## src/rtl/core/rpam_pkg.sv

```systemverilog
// ----------------------------------------------------------------------------
// rpam_pkg
// shared constants for the rotation pixel address map: default widths,
// register indexes and register reset values
// ----------------------------------------------------------------------------
package rpam_pkg;

    // default parameter values
    localparam int DIM_BITS_DEF  = 12;
    localparam int FRAC_BITS_DEF = 14;

    // byte offsets are always this wide
    localparam int OFF_BITS = 26;

    // configuration port
    localparam int CFG_ADDR_BITS = 3;

    typedef enum logic [CFG_ADDR_BITS-1:0] {
        REG_SRC_WIDTH  = 3'd0,
        REG_SRC_HEIGHT = 3'd1,
        REG_DST_WIDTH  = 3'd2,
        REG_DST_HEIGHT = 3'd3,
        REG_COS        = 3'd4,
        REG_SIN        = 3'd5
    } cfg_reg_t;

    // register reset values
    localparam int RST_SRC_WIDTH  = 640;
    localparam int RST_SRC_HEIGHT = 480;
    localparam int RST_DST_WIDTH  = 794;
    localparam int RST_DST_HEIGHT = 735;
    localparam int RST_COS        = 14189;
    localparam int RST_SIN        = 8192;

endpackage

```

## src/rtl/core/rotate_pixel_address_map.sv

```systemverilog
// ----------------------------------------------------------------------------
// rotate_pixel_address_map
// maps a destination pixel back through a rotation and gives byte offsets
// ----------------------------------------------------------------------------
// input items on s_*: one destination position (row, column) each.
// result items on m_*: in_range flag in tuser, source and destination byte
// offsets in tdata, for 24-bit pixels in rows padded to four bytes. the
// source offset is zero when the point falls outside the source image.
// registers (sizes, q-format cosine and sine) load through cfg_wr_en /
// cfg_addr / cfg_wr_data, one per clock; the user must write them only
// while no item is in flight, which the block does not enforce. six
// register stages: three in the rotation front end (centre, multiply,
// sum) and three in the offset back end (truncate and check, stride
// multiply, add). throughput is one item per clock while m_tready is high;
// every stage has its own valid bit and advances when empty or when the
// stage after it advances, so a stalled m_tready fills bubbles first and
// only then drops s_tready. reset clears all valid bits and loads the
// default registers: 640x480 source, 794x735 destination, 30 degrees.
// ----------------------------------------------------------------------------
module rotate_pixel_address_map #(
    parameter int DIM_BITS  = rpam_pkg::DIM_BITS_DEF,
    parameter int FRAC_BITS = rpam_pkg::FRAC_BITS_DEF,
    localparam int CW       = FRAC_BITS + 2,
    localparam int CFG_W    = (DIM_BITS > CW) ? DIM_BITS : CW,
    localparam int S_DATA_W = ((2 * DIM_BITS + 7) / 8) * 8,
    localparam int M_DATA_W = ((2 * rpam_pkg::OFF_BITS + 7) / 8) * 8
) (
    input  logic                              aclk,
    input  logic                              aresetn,
    // configuration
    input  logic                              cfg_wr_en,
    input  logic [rpam_pkg::CFG_ADDR_BITS-1:0] cfg_addr,
    input  logic [CFG_W-1:0]                  cfg_wr_data,
    // input items
    input  logic                              s_tvalid,
    output logic                              s_tready,
    input  logic [S_DATA_W-1:0]               s_tdata,   // dst_row, dst_col
    // result items
    output logic                              m_tvalid,
    input  logic                              m_tready,
    output logic [M_DATA_W-1:0]               m_tdata,   // src_offset, dst_offset
    output logic [0:0]                        m_tuser    // in_range
);

    localparam int AW = DIM_BITS + FRAC_BITS + 4;
    localparam int SW = DIM_BITS + 2;
    localparam int OW = rpam_pkg::OFF_BITS;

    logic [DIM_BITS-1:0]  src_width_reg, src_height_reg, dst_width_reg, dst_height_reg;
    logic signed [CW-1:0] cos_reg, sin_reg;

    logic [SW-1:0] src_stride_sum, dst_stride_sum;
    logic [SW-1:0] src_stride, dst_stride;

    logic                 mid_valid, mid_ready;
    logic signed [AW-1:0] mid_ax, mid_ay;
    logic [DIM_BITS-1:0]  mid_row, mid_col;

    logic                 res_in_range;
    logic [OW-1:0]        res_src_offset, res_dst_offset;

    always_ff @(posedge aclk) begin
        if (!aresetn) begin
            src_width_reg  <= DIM_BITS'(rpam_pkg::RST_SRC_WIDTH);
            src_height_reg <= DIM_BITS'(rpam_pkg::RST_SRC_HEIGHT);
            dst_width_reg  <= DIM_BITS'(rpam_pkg::RST_DST_WIDTH);
            dst_height_reg <= DIM_BITS'(rpam_pkg::RST_DST_HEIGHT);
            cos_reg        <= CW'(rpam_pkg::RST_COS);
            sin_reg        <= CW'(rpam_pkg::RST_SIN);
        end else if (cfg_wr_en) begin
            unique case (cfg_addr)
                rpam_pkg::REG_SRC_WIDTH:  src_width_reg  <= cfg_wr_data[DIM_BITS-1:0];
                rpam_pkg::REG_SRC_HEIGHT: src_height_reg <= cfg_wr_data[DIM_BITS-1:0];
                rpam_pkg::REG_DST_WIDTH:  dst_width_reg  <= cfg_wr_data[DIM_BITS-1:0];
                rpam_pkg::REG_DST_HEIGHT: dst_height_reg <= cfg_wr_data[DIM_BITS-1:0];
                rpam_pkg::REG_COS:        cos_reg        <= $signed(cfg_wr_data[CW-1:0]);
                rpam_pkg::REG_SIN:        sin_reg        <= $signed(cfg_wr_data[CW-1:0]);
                default: ;
            endcase
        end
    end

    // row stride: 3*w rounded up to a multiple of 4
    assign src_stride_sum = SW'({src_width_reg, 1'b0}) + SW'(src_width_reg) + SW'(3);
    assign dst_stride_sum = SW'({dst_width_reg, 1'b0}) + SW'(dst_width_reg) + SW'(3);
    assign src_stride     = {src_stride_sum[SW-1:2], 2'b00};
    assign dst_stride     = {dst_stride_sum[SW-1:2], 2'b00};

    rpam_rotate #(
        .DIM_BITS  (DIM_BITS),
        .FRAC_BITS (FRAC_BITS)
    ) u_rotate (
        .aclk       (aclk),
        .aresetn    (aresetn),
        .src_width  (src_width_reg),
        .src_height (src_height_reg),
        .dst_width  (dst_width_reg),
        .dst_height (dst_height_reg),
        .cos_coef   (cos_reg),
        .sin_coef   (sin_reg),
        .in_valid   (s_tvalid),
        .in_ready   (s_tready),
        .in_row     (s_tdata[DIM_BITS-1:0]),
        .in_col     (s_tdata[2*DIM_BITS-1:DIM_BITS]),
        .out_valid  (mid_valid),
        .out_ready  (mid_ready),
        .out_ax     (mid_ax),
        .out_ay     (mid_ay),
        .out_row    (mid_row),
        .out_col    (mid_col)
    );

    rpam_offset #(
        .DIM_BITS  (DIM_BITS),
        .FRAC_BITS (FRAC_BITS)
    ) u_offset (
        .aclk           (aclk),
        .aresetn        (aresetn),
        .src_width      (src_width_reg),
        .src_height     (src_height_reg),
        .src_stride     (src_stride),
        .dst_stride     (dst_stride),
        .in_valid       (mid_valid),
        .in_ready       (mid_ready),
        .in_ax          (mid_ax),
        .in_ay          (mid_ay),
        .in_row         (mid_row),
        .in_col         (mid_col),
        .out_valid      (m_tvalid),
        .out_ready      (m_tready),
        .out_in_range   (res_in_range),
        .out_src_offset (res_src_offset),
        .out_dst_offset (res_dst_offset)
    );

    assign m_tdata    = M_DATA_W'({res_dst_offset, res_src_offset});
    assign m_tuser[0] = res_in_range;

endmodule

```

## src/rtl/core/rpam_rotate.sv

```systemverilog
// ----------------------------------------------------------------------------
// rpam_rotate
// three-stage front end: centre the destination position, form the four
// coefficient products, sum them with the source half size in fixed point
// ----------------------------------------------------------------------------
module rpam_rotate #(
    parameter int DIM_BITS  = rpam_pkg::DIM_BITS_DEF,
    parameter int FRAC_BITS = rpam_pkg::FRAC_BITS_DEF,
    localparam int CW = FRAC_BITS + 2,
    localparam int AW = DIM_BITS + FRAC_BITS + 4
) (
    input  logic                 aclk,
    input  logic                 aresetn,
    // configuration, stable while items are in flight
    input  logic [DIM_BITS-1:0]  src_width,
    input  logic [DIM_BITS-1:0]  src_height,
    input  logic [DIM_BITS-1:0]  dst_width,
    input  logic [DIM_BITS-1:0]  dst_height,
    input  logic signed [CW-1:0] cos_coef,
    input  logic signed [CW-1:0] sin_coef,
    // upstream
    input  logic                 in_valid,
    output logic                 in_ready,
    input  logic [DIM_BITS-1:0]  in_row,
    input  logic [DIM_BITS-1:0]  in_col,
    // downstream
    output logic                 out_valid,
    input  logic                 out_ready,
    output logic signed [AW-1:0] out_ax,
    output logic signed [AW-1:0] out_ay,
    output logic [DIM_BITS-1:0]  out_row,
    output logic [DIM_BITS-1:0]  out_col
);

    localparam int XW = DIM_BITS + 1;
    localparam int PW = XW + CW;

    logic v1_reg, v2_reg, v3_reg;
    logic rdy1, rdy2, rdy3;

    // stage 1: centred position
    logic signed [XW-1:0] x_next, y_next;
    logic signed [XW-1:0] x_reg, y_reg;
    logic [DIM_BITS-1:0]  row1_reg, col1_reg;

    // stage 2: products
    logic signed [PW-1:0] xc_reg, xs_reg, yc_reg, ys_reg;
    logic [DIM_BITS-1:0]  row2_reg, col2_reg;

    // stage 3: fixed-point source position
    logic signed [AW-1:0] half_sw, half_sh;
    logic signed [AW-1:0] ax_next, ay_next;
    logic signed [AW-1:0] ax_reg, ay_reg;
    logic [DIM_BITS-1:0]  row3_reg, col3_reg;

    // a stage moves when it is empty or the next one moves
    assign rdy3     = !v3_reg || out_ready;
    assign rdy2     = !v2_reg || rdy3;
    assign rdy1     = !v1_reg || rdy2;
    assign in_ready = rdy1;

    assign x_next = $signed({1'b0, in_col}) - $signed({2'b00, dst_width[DIM_BITS-1:1]});
    assign y_next = $signed({1'b0, in_row}) - $signed({2'b00, dst_height[DIM_BITS-1:1]});

    assign half_sw = AW'($signed({1'b0, src_width[DIM_BITS-1:1], {FRAC_BITS{1'b0}}}));
    assign half_sh = AW'($signed({1'b0, src_height[DIM_BITS-1:1], {FRAC_BITS{1'b0}}}));

    assign ax_next = AW'(xc_reg) - AW'(ys_reg) + half_sw;
    assign ay_next = AW'(xs_reg) + AW'(yc_reg) + half_sh;

    always_ff @(posedge aclk) begin
        if (!aresetn) begin
            v1_reg <= 1'b0;
            v2_reg <= 1'b0;
            v3_reg <= 1'b0;
        end else begin
            if (rdy1) begin
                v1_reg <= in_valid;
            end
            if (rdy2) begin
                v2_reg <= v1_reg;
            end
            if (rdy3) begin
                v3_reg <= v2_reg;
            end
        end
    end

    always_ff @(posedge aclk) begin
        if (rdy1) begin
            x_reg    <= x_next;
            y_reg    <= y_next;
            row1_reg <= in_row;
            col1_reg <= in_col;
        end
        if (rdy2) begin
            xc_reg   <= PW'(x_reg) * PW'(cos_coef);
            xs_reg   <= PW'(x_reg) * PW'(sin_coef);
            yc_reg   <= PW'(y_reg) * PW'(cos_coef);
            ys_reg   <= PW'(y_reg) * PW'(sin_coef);
            row2_reg <= row1_reg;
            col2_reg <= col1_reg;
        end
        if (rdy3) begin
            ax_reg   <= ax_next;
            ay_reg   <= ay_next;
            row3_reg <= row2_reg;
            col3_reg <= col2_reg;
        end
    end

    assign out_valid = v3_reg;
    assign out_ax    = ax_reg;
    assign out_ay    = ay_reg;
    assign out_row   = row3_reg;
    assign out_col   = col3_reg;

endmodule

```

## src/rtl/core/rpam_offset.sv

```systemverilog
// ----------------------------------------------------------------------------
// rpam_offset
// three-stage back end: truncate to whole source pixels and range check,
// multiply by the padded row strides, add the column bytes
// ----------------------------------------------------------------------------
module rpam_offset #(
    parameter int DIM_BITS  = rpam_pkg::DIM_BITS_DEF,
    parameter int FRAC_BITS = rpam_pkg::FRAC_BITS_DEF,
    localparam int AW = DIM_BITS + FRAC_BITS + 4,
    localparam int SW = DIM_BITS + 2
) (
    input  logic                 aclk,
    input  logic                 aresetn,
    input  logic [DIM_BITS-1:0]  src_width,
    input  logic [DIM_BITS-1:0]  src_height,
    input  logic [SW-1:0]        src_stride,
    input  logic [SW-1:0]        dst_stride,
    // upstream
    input  logic                 in_valid,
    output logic                 in_ready,
    input  logic signed [AW-1:0] in_ax,
    input  logic signed [AW-1:0] in_ay,
    input  logic [DIM_BITS-1:0]  in_row,
    input  logic [DIM_BITS-1:0]  in_col,
    // downstream
    output logic                 out_valid,
    input  logic                 out_ready,
    output logic                 out_in_range,
    output logic [rpam_pkg::OFF_BITS-1:0] out_src_offset,
    output logic [rpam_pkg::OFF_BITS-1:0] out_dst_offset
);

    localparam int OW    = rpam_pkg::OFF_BITS;
    localparam int PRW   = 2 * DIM_BITS + 3;
    localparam int EW    = (PRW > OW) ? PRW : OW;
    localparam int IW    = AW - FRAC_BITS;

    logic v4_reg, v5_reg, v6_reg;
    logic rdy4, rdy5, rdy6;

    // stage 4: truncation toward zero and range check
    logic signed [AW-1:0] ax_adj, ay_adj;
    logic [IW-1:0]        sx_full, sy_full;
    logic                 src_hit;
    logic                 in4_reg;
    logic [DIM_BITS-1:0]  sx_reg, sy_reg, row4_reg, col4_reg;

    // stage 5: partial terms
    logic                 in5_reg;
    logic [EW-1:0]        sp_reg, sc_reg, dp_reg, dc_reg;

    // stage 6: offsets
    logic [EW-1:0]        soff_sum, doff_sum;
    logic                 in6_reg;
    logic [OW-1:0]        soff_reg, doff_reg;

    assign rdy6     = !v6_reg || out_ready;
    assign rdy5     = !v5_reg || rdy6;
    assign rdy4     = !v4_reg || rdy5;
    assign in_ready = rdy4;

    // negative values get all-ones fraction added so the shift rounds toward zero
    assign ax_adj = in_ax + (in_ax[AW-1] ? AW'({FRAC_BITS{1'b1}}) : AW'(0));
    assign ay_adj = in_ay + (in_ay[AW-1] ? AW'({FRAC_BITS{1'b1}}) : AW'(0));
    assign sx_full = ax_adj[AW-1:FRAC_BITS];
    assign sy_full = ay_adj[AW-1:FRAC_BITS];

    assign src_hit = !sx_full[IW-1] && !sy_full[IW-1]
                  && (sx_full[IW-2:0] < (IW-1)'(src_width))
                  && (sy_full[IW-2:0] < (IW-1)'(src_height));

    assign soff_sum = sp_reg + sc_reg;
    assign doff_sum = dp_reg + dc_reg;

    always_ff @(posedge aclk) begin
        if (!aresetn) begin
            v4_reg <= 1'b0;
            v5_reg <= 1'b0;
            v6_reg <= 1'b0;
        end else begin
            if (rdy4) begin
                v4_reg <= in_valid;
            end
            if (rdy5) begin
                v5_reg <= v4_reg;
            end
            if (rdy6) begin
                v6_reg <= v5_reg;
            end
        end
    end

    always_ff @(posedge aclk) begin
        if (rdy4) begin
            in4_reg  <= src_hit;
            // out-of-range points use coordinate zero so the offset comes out zero
            sx_reg   <= src_hit ? sx_full[DIM_BITS-1:0] : '0;
            sy_reg   <= src_hit ? sy_full[DIM_BITS-1:0] : '0;
            row4_reg <= in_row;
            col4_reg <= in_col;
        end
        if (rdy5) begin
            in5_reg <= in4_reg;
            sp_reg  <= EW'(src_stride) * EW'(sy_reg);
            sc_reg  <= EW'({sx_reg, 1'b0}) + EW'(sx_reg);
            dp_reg  <= EW'(dst_stride) * EW'(row4_reg);
            dc_reg  <= EW'({col4_reg, 1'b0}) + EW'(col4_reg);
        end
        if (rdy6) begin
            in6_reg  <= in5_reg;
            soff_reg <= soff_sum[OW-1:0];
            doff_reg <= doff_sum[OW-1:0];
        end
    end

    assign out_valid      = v6_reg;
    assign out_in_range   = in6_reg;
    assign out_src_offset = soff_reg;
    assign out_dst_offset = doff_reg;

endmodule

```

## config.mk

```make
export PLATFORM = sky130hd
export DESIGN_NAME = rotate_pixel_address_map
export DESIGN_NICKNAME = d
export VERILOG_FILES = /design/src/rtl/core/rpam_pkg.sv /design/src/rtl/core/rotate_pixel_address_map.sv /design/src/rtl/core/rpam_rotate.sv /design/src/rtl/core/rpam_offset.sv
export SDC_FILE = /design/constraint.sdc
export NUM_CORES = 2
export LEC_CHECK = 0
export ABC_CLOCK_PERIOD_IN_PS = 18550
export BUFFER_PORTS_ARGS = -buffer_cell sky130_fd_sc_hd__buf_2
export CAP_MARGIN = 20
export CORE_MARGIN = 2
export CORE_UTILIZATION = 65
export CTS_CLUSTER_DIAMETER = 60
export DETAILED_ROUTE_END_ITERATION = 8
export PLACE_DENSITY = 0.82
export SLEW_MARGIN = 20
export SYNTH_ARGS = -nofsm -noshare
export SYNTH_HDL_FRONTEND = slang
export SYNTH_SLANG_ARGS = --single-unit
```

## constraint.sdc

```tcl
create_clock -name aclk -period 18.55 [get_ports aclk]
set_input_delay 3.71 -clock aclk [delete_from_list [all_inputs] [get_ports aclk]]
set_output_delay 3.71 -clock aclk [all_outputs]
set_load 0.02 [all_outputs]
```

==> flow_summary.ini <==
[run_status]
outcome = finished clean

[detailed_routing]
antenna_left = 0
wl_per_cell_um = 18.94
routed-wl-met3_um = 12600
wirelength_met1_um = 57000
dr.max_layer_used = met5
drc_errors = 0
wirelength_um = 148600
dr.pass1.iters = 6
vias = 45609
via_per_inst = 5.811
drt_iter0_drc = 3650
dr_wl_met2_um = 70580

[timing]
tns_ns = 0
min_period_ns = 9.441
rsz0062_at_grt = false
fin_crit_sh = 0.5089
slew_viol_final = 0
maxSlewHeadroom = 0.2005
max_freq_mhz = 105.9
worst_slew_pin_slew_ns = 1.191
fin_skew_ns = 0.03033
finalHoldViolCount = 0
setup_viol = 0

[critical_path]
cp.required_ns = 14.84
rrSetupSlack_ns = 9.95
worstPathCellList = buf_2 -> nor2b_1 -> and3_1 -> and2_1 -> nand3_2 -> buf_4 -> buf_2
r2r_cells = 26
cp_slowest_cell = and2_1
crit_top_cell = buf_2
critical-path-max-stage-delay_ns = 0.42
r2r-end = u_offset.dp_reg[25]
worstReg2RegStart = dst_width_reg[2]
crit_type = primary input to primary output
cp-end-kind = primary output
critPathLaunchType = primary input
cp.arrival_ns = 5.73
path_max_fanout = 52

[logic_synthesis]
synth_edf_count = 453
synth_top_area_cell = fa_1
synth_area_um2 = 65700
ys.flop_type = edfxtp_1
ys_async_sr_fraction = 0
synth-seq-area-share = 0.2329
netlist_instances = 6500
synth_seq_cells = 538
synth.area.top_cells = fa_1 31%, edfxtp_1 21%, ha_1 13%, inv_1 6.7%, nand2_1 4.7%
syn_area_per_cell_um2 = 10.11
ys_warn_count = 0
synth.most_common_cell = inv_1
yosysTopAreaCellShare = 0.3078
netlist-cell-type-count = 75
ys_top_cells_by_count = 1179 x inv_1, 1010 x fa_1, 830 x nand2_1

[worst_hold_path]
holdPathEnd = u_rotate.col2_reg[7]
holdPathStages = 0
hold_start = u_rotate.col1_reg[7]
hold_class = flop to flop

[clock_network]
cts.sinks = 538
clk_latency_ns = 0.66
cts_setup_buffers = 0
cts_hold_buf = 0
cts_tree = built
cts_max_level = 3
cts.repair.resized = 0
clock_path_buffers = 3
root_buffer = clkbuf_16
path_clk_slew_ns = 0.06
cts_buffers = 67

[grt]
grt_first_pass_wirelength_um = 246900
grt_overflow_total = 0
grt_pass1_vias = 48580
grt_max_degree = 86
grt_usage = 0.3021
antenna_found_initial = 11

[pwr]
pwr-share-clk = 0.104
pwr-share-seq = 0.176
switching_share = 0.4668
p_per_area_nw_per_um2 = 182.0
switchingPower_mw = 5.925
p_int_mw = 6.766
ir_worst_vdd_mv = 0.5976
pwr-share-comb = 0.720
leakage_nw = 33.47

[run]
maxCapViolCount = 0

[finish]
regArea_um2 = 15300
fin_nets = 8220
area_delta_synth_final_pct = 6.115
multi_input_area_um2 = 45060
n_fill_cell = 7181
post-route-util = 0.6962
layout.cells.non_filler = 7849
drive_gt1_frac = 0.04982

[die]
row_count = 116
die_w_um = 321.9
dieArea_um2 = 103600
initial_utilization = 0.6560
ioPinCount = 107
core_region_area_um2 = 100100
die_h_um = 321.9

[placed_design]
io_buffers = 102
dp.cells = 7718
dp_hpwl_um = 113200
gp_congestion = 0.9385
## cells by family after synthesis
group | count (synthesis) | synth area share
compound gates | 687 | 0.06932
other cells | 1 | 0.00005708
simple gates | 1851 | 0.1381
buf+inv | 1428 | 0.08217
flops | 538 | 0.2329
mux | 4 | 0.0006094
fa+ha+maj | 1680 | 0.4353
xor+xnor | 311 | 0.04146
## worst max-delay path, delay by kind of cell
kind	cells	cell delay, ns
buffers and inverters	3	0.70
and+or+nand+nor	4	1.27
## metrics by stage
step	total power, mW	instance area [um^2]	worst slack (ns)	hold slack, ns
2_1_floorplan	9.107	65710	9.207	0.4003
3_3_place_gp	10.86	67370	9.339	0.4006
3_5_place_dp	11.24	67380	9.276	0.4045
4_1_cts	12.66	69620	9.251	0.4134
5_1_grt	13.94	69700	9.005	0.4217
6_report	12.69	69720	9.109	0.4147
## routing by layer
layer,up-vias,track usage
met4,12,0.1565
met1,22791,0.3805
met2,1848,0.5019
met5,-,0
met3,440,0.05351
li1,20518,-
## cells in the final DEF, fill, tap and decap left out, types with 69 or more instances in the layout
cell type	n
buf_2	102
o21ai_0	128
a21o_1	87
fa_1	1010
inv_1	1176
xnor2_1	233
and2_1	464
xor2_1	75
dfxtp_1	85
a21oi_1	158
a21boi_0	76
clkbuf_16	69
nor2_1	183
nand2b_1	91
edfxtp_1	453
nand2_1	828
ha_1	670
## power groups by stage
stage	Clock (mW)	Combinational, mW	Sequential [mW]
floorplan	0	6.88	2.22
global placement	0	8.62	2.24
detailed placement	0	8.99	2.25
CTS	1.34	9.10	2.23
global route	1.38	10.3	2.25
finish	1.32	9.14	2.23
## final cells by class
class                      instances  area share
multi-input combinational       4537      0.6463
antenna                            7   0.0002513
sequential                       538      0.2195
tap                             1298     0.02329
inverter                        1179     0.06351
clock buffer                      84     0.02629
clock inverter                    37    0.005833
timing repair buffer             169     0.01499
## worst max path at each step
stage,start,slack (ns),endpoint,cells past startpoint
CTS,m_tready,9.25,s_tready,7
finish,m_tready,9.11,s_tready,7
global route,m_tready,9.01,s_tready,7
global placement,m_tready,9.34,s_tready,7
detailed placement,m_tready,9.28,s_tready,7
floorplan,m_tready,9.21,s_tready,4
(Power assumes the default switching activity.)
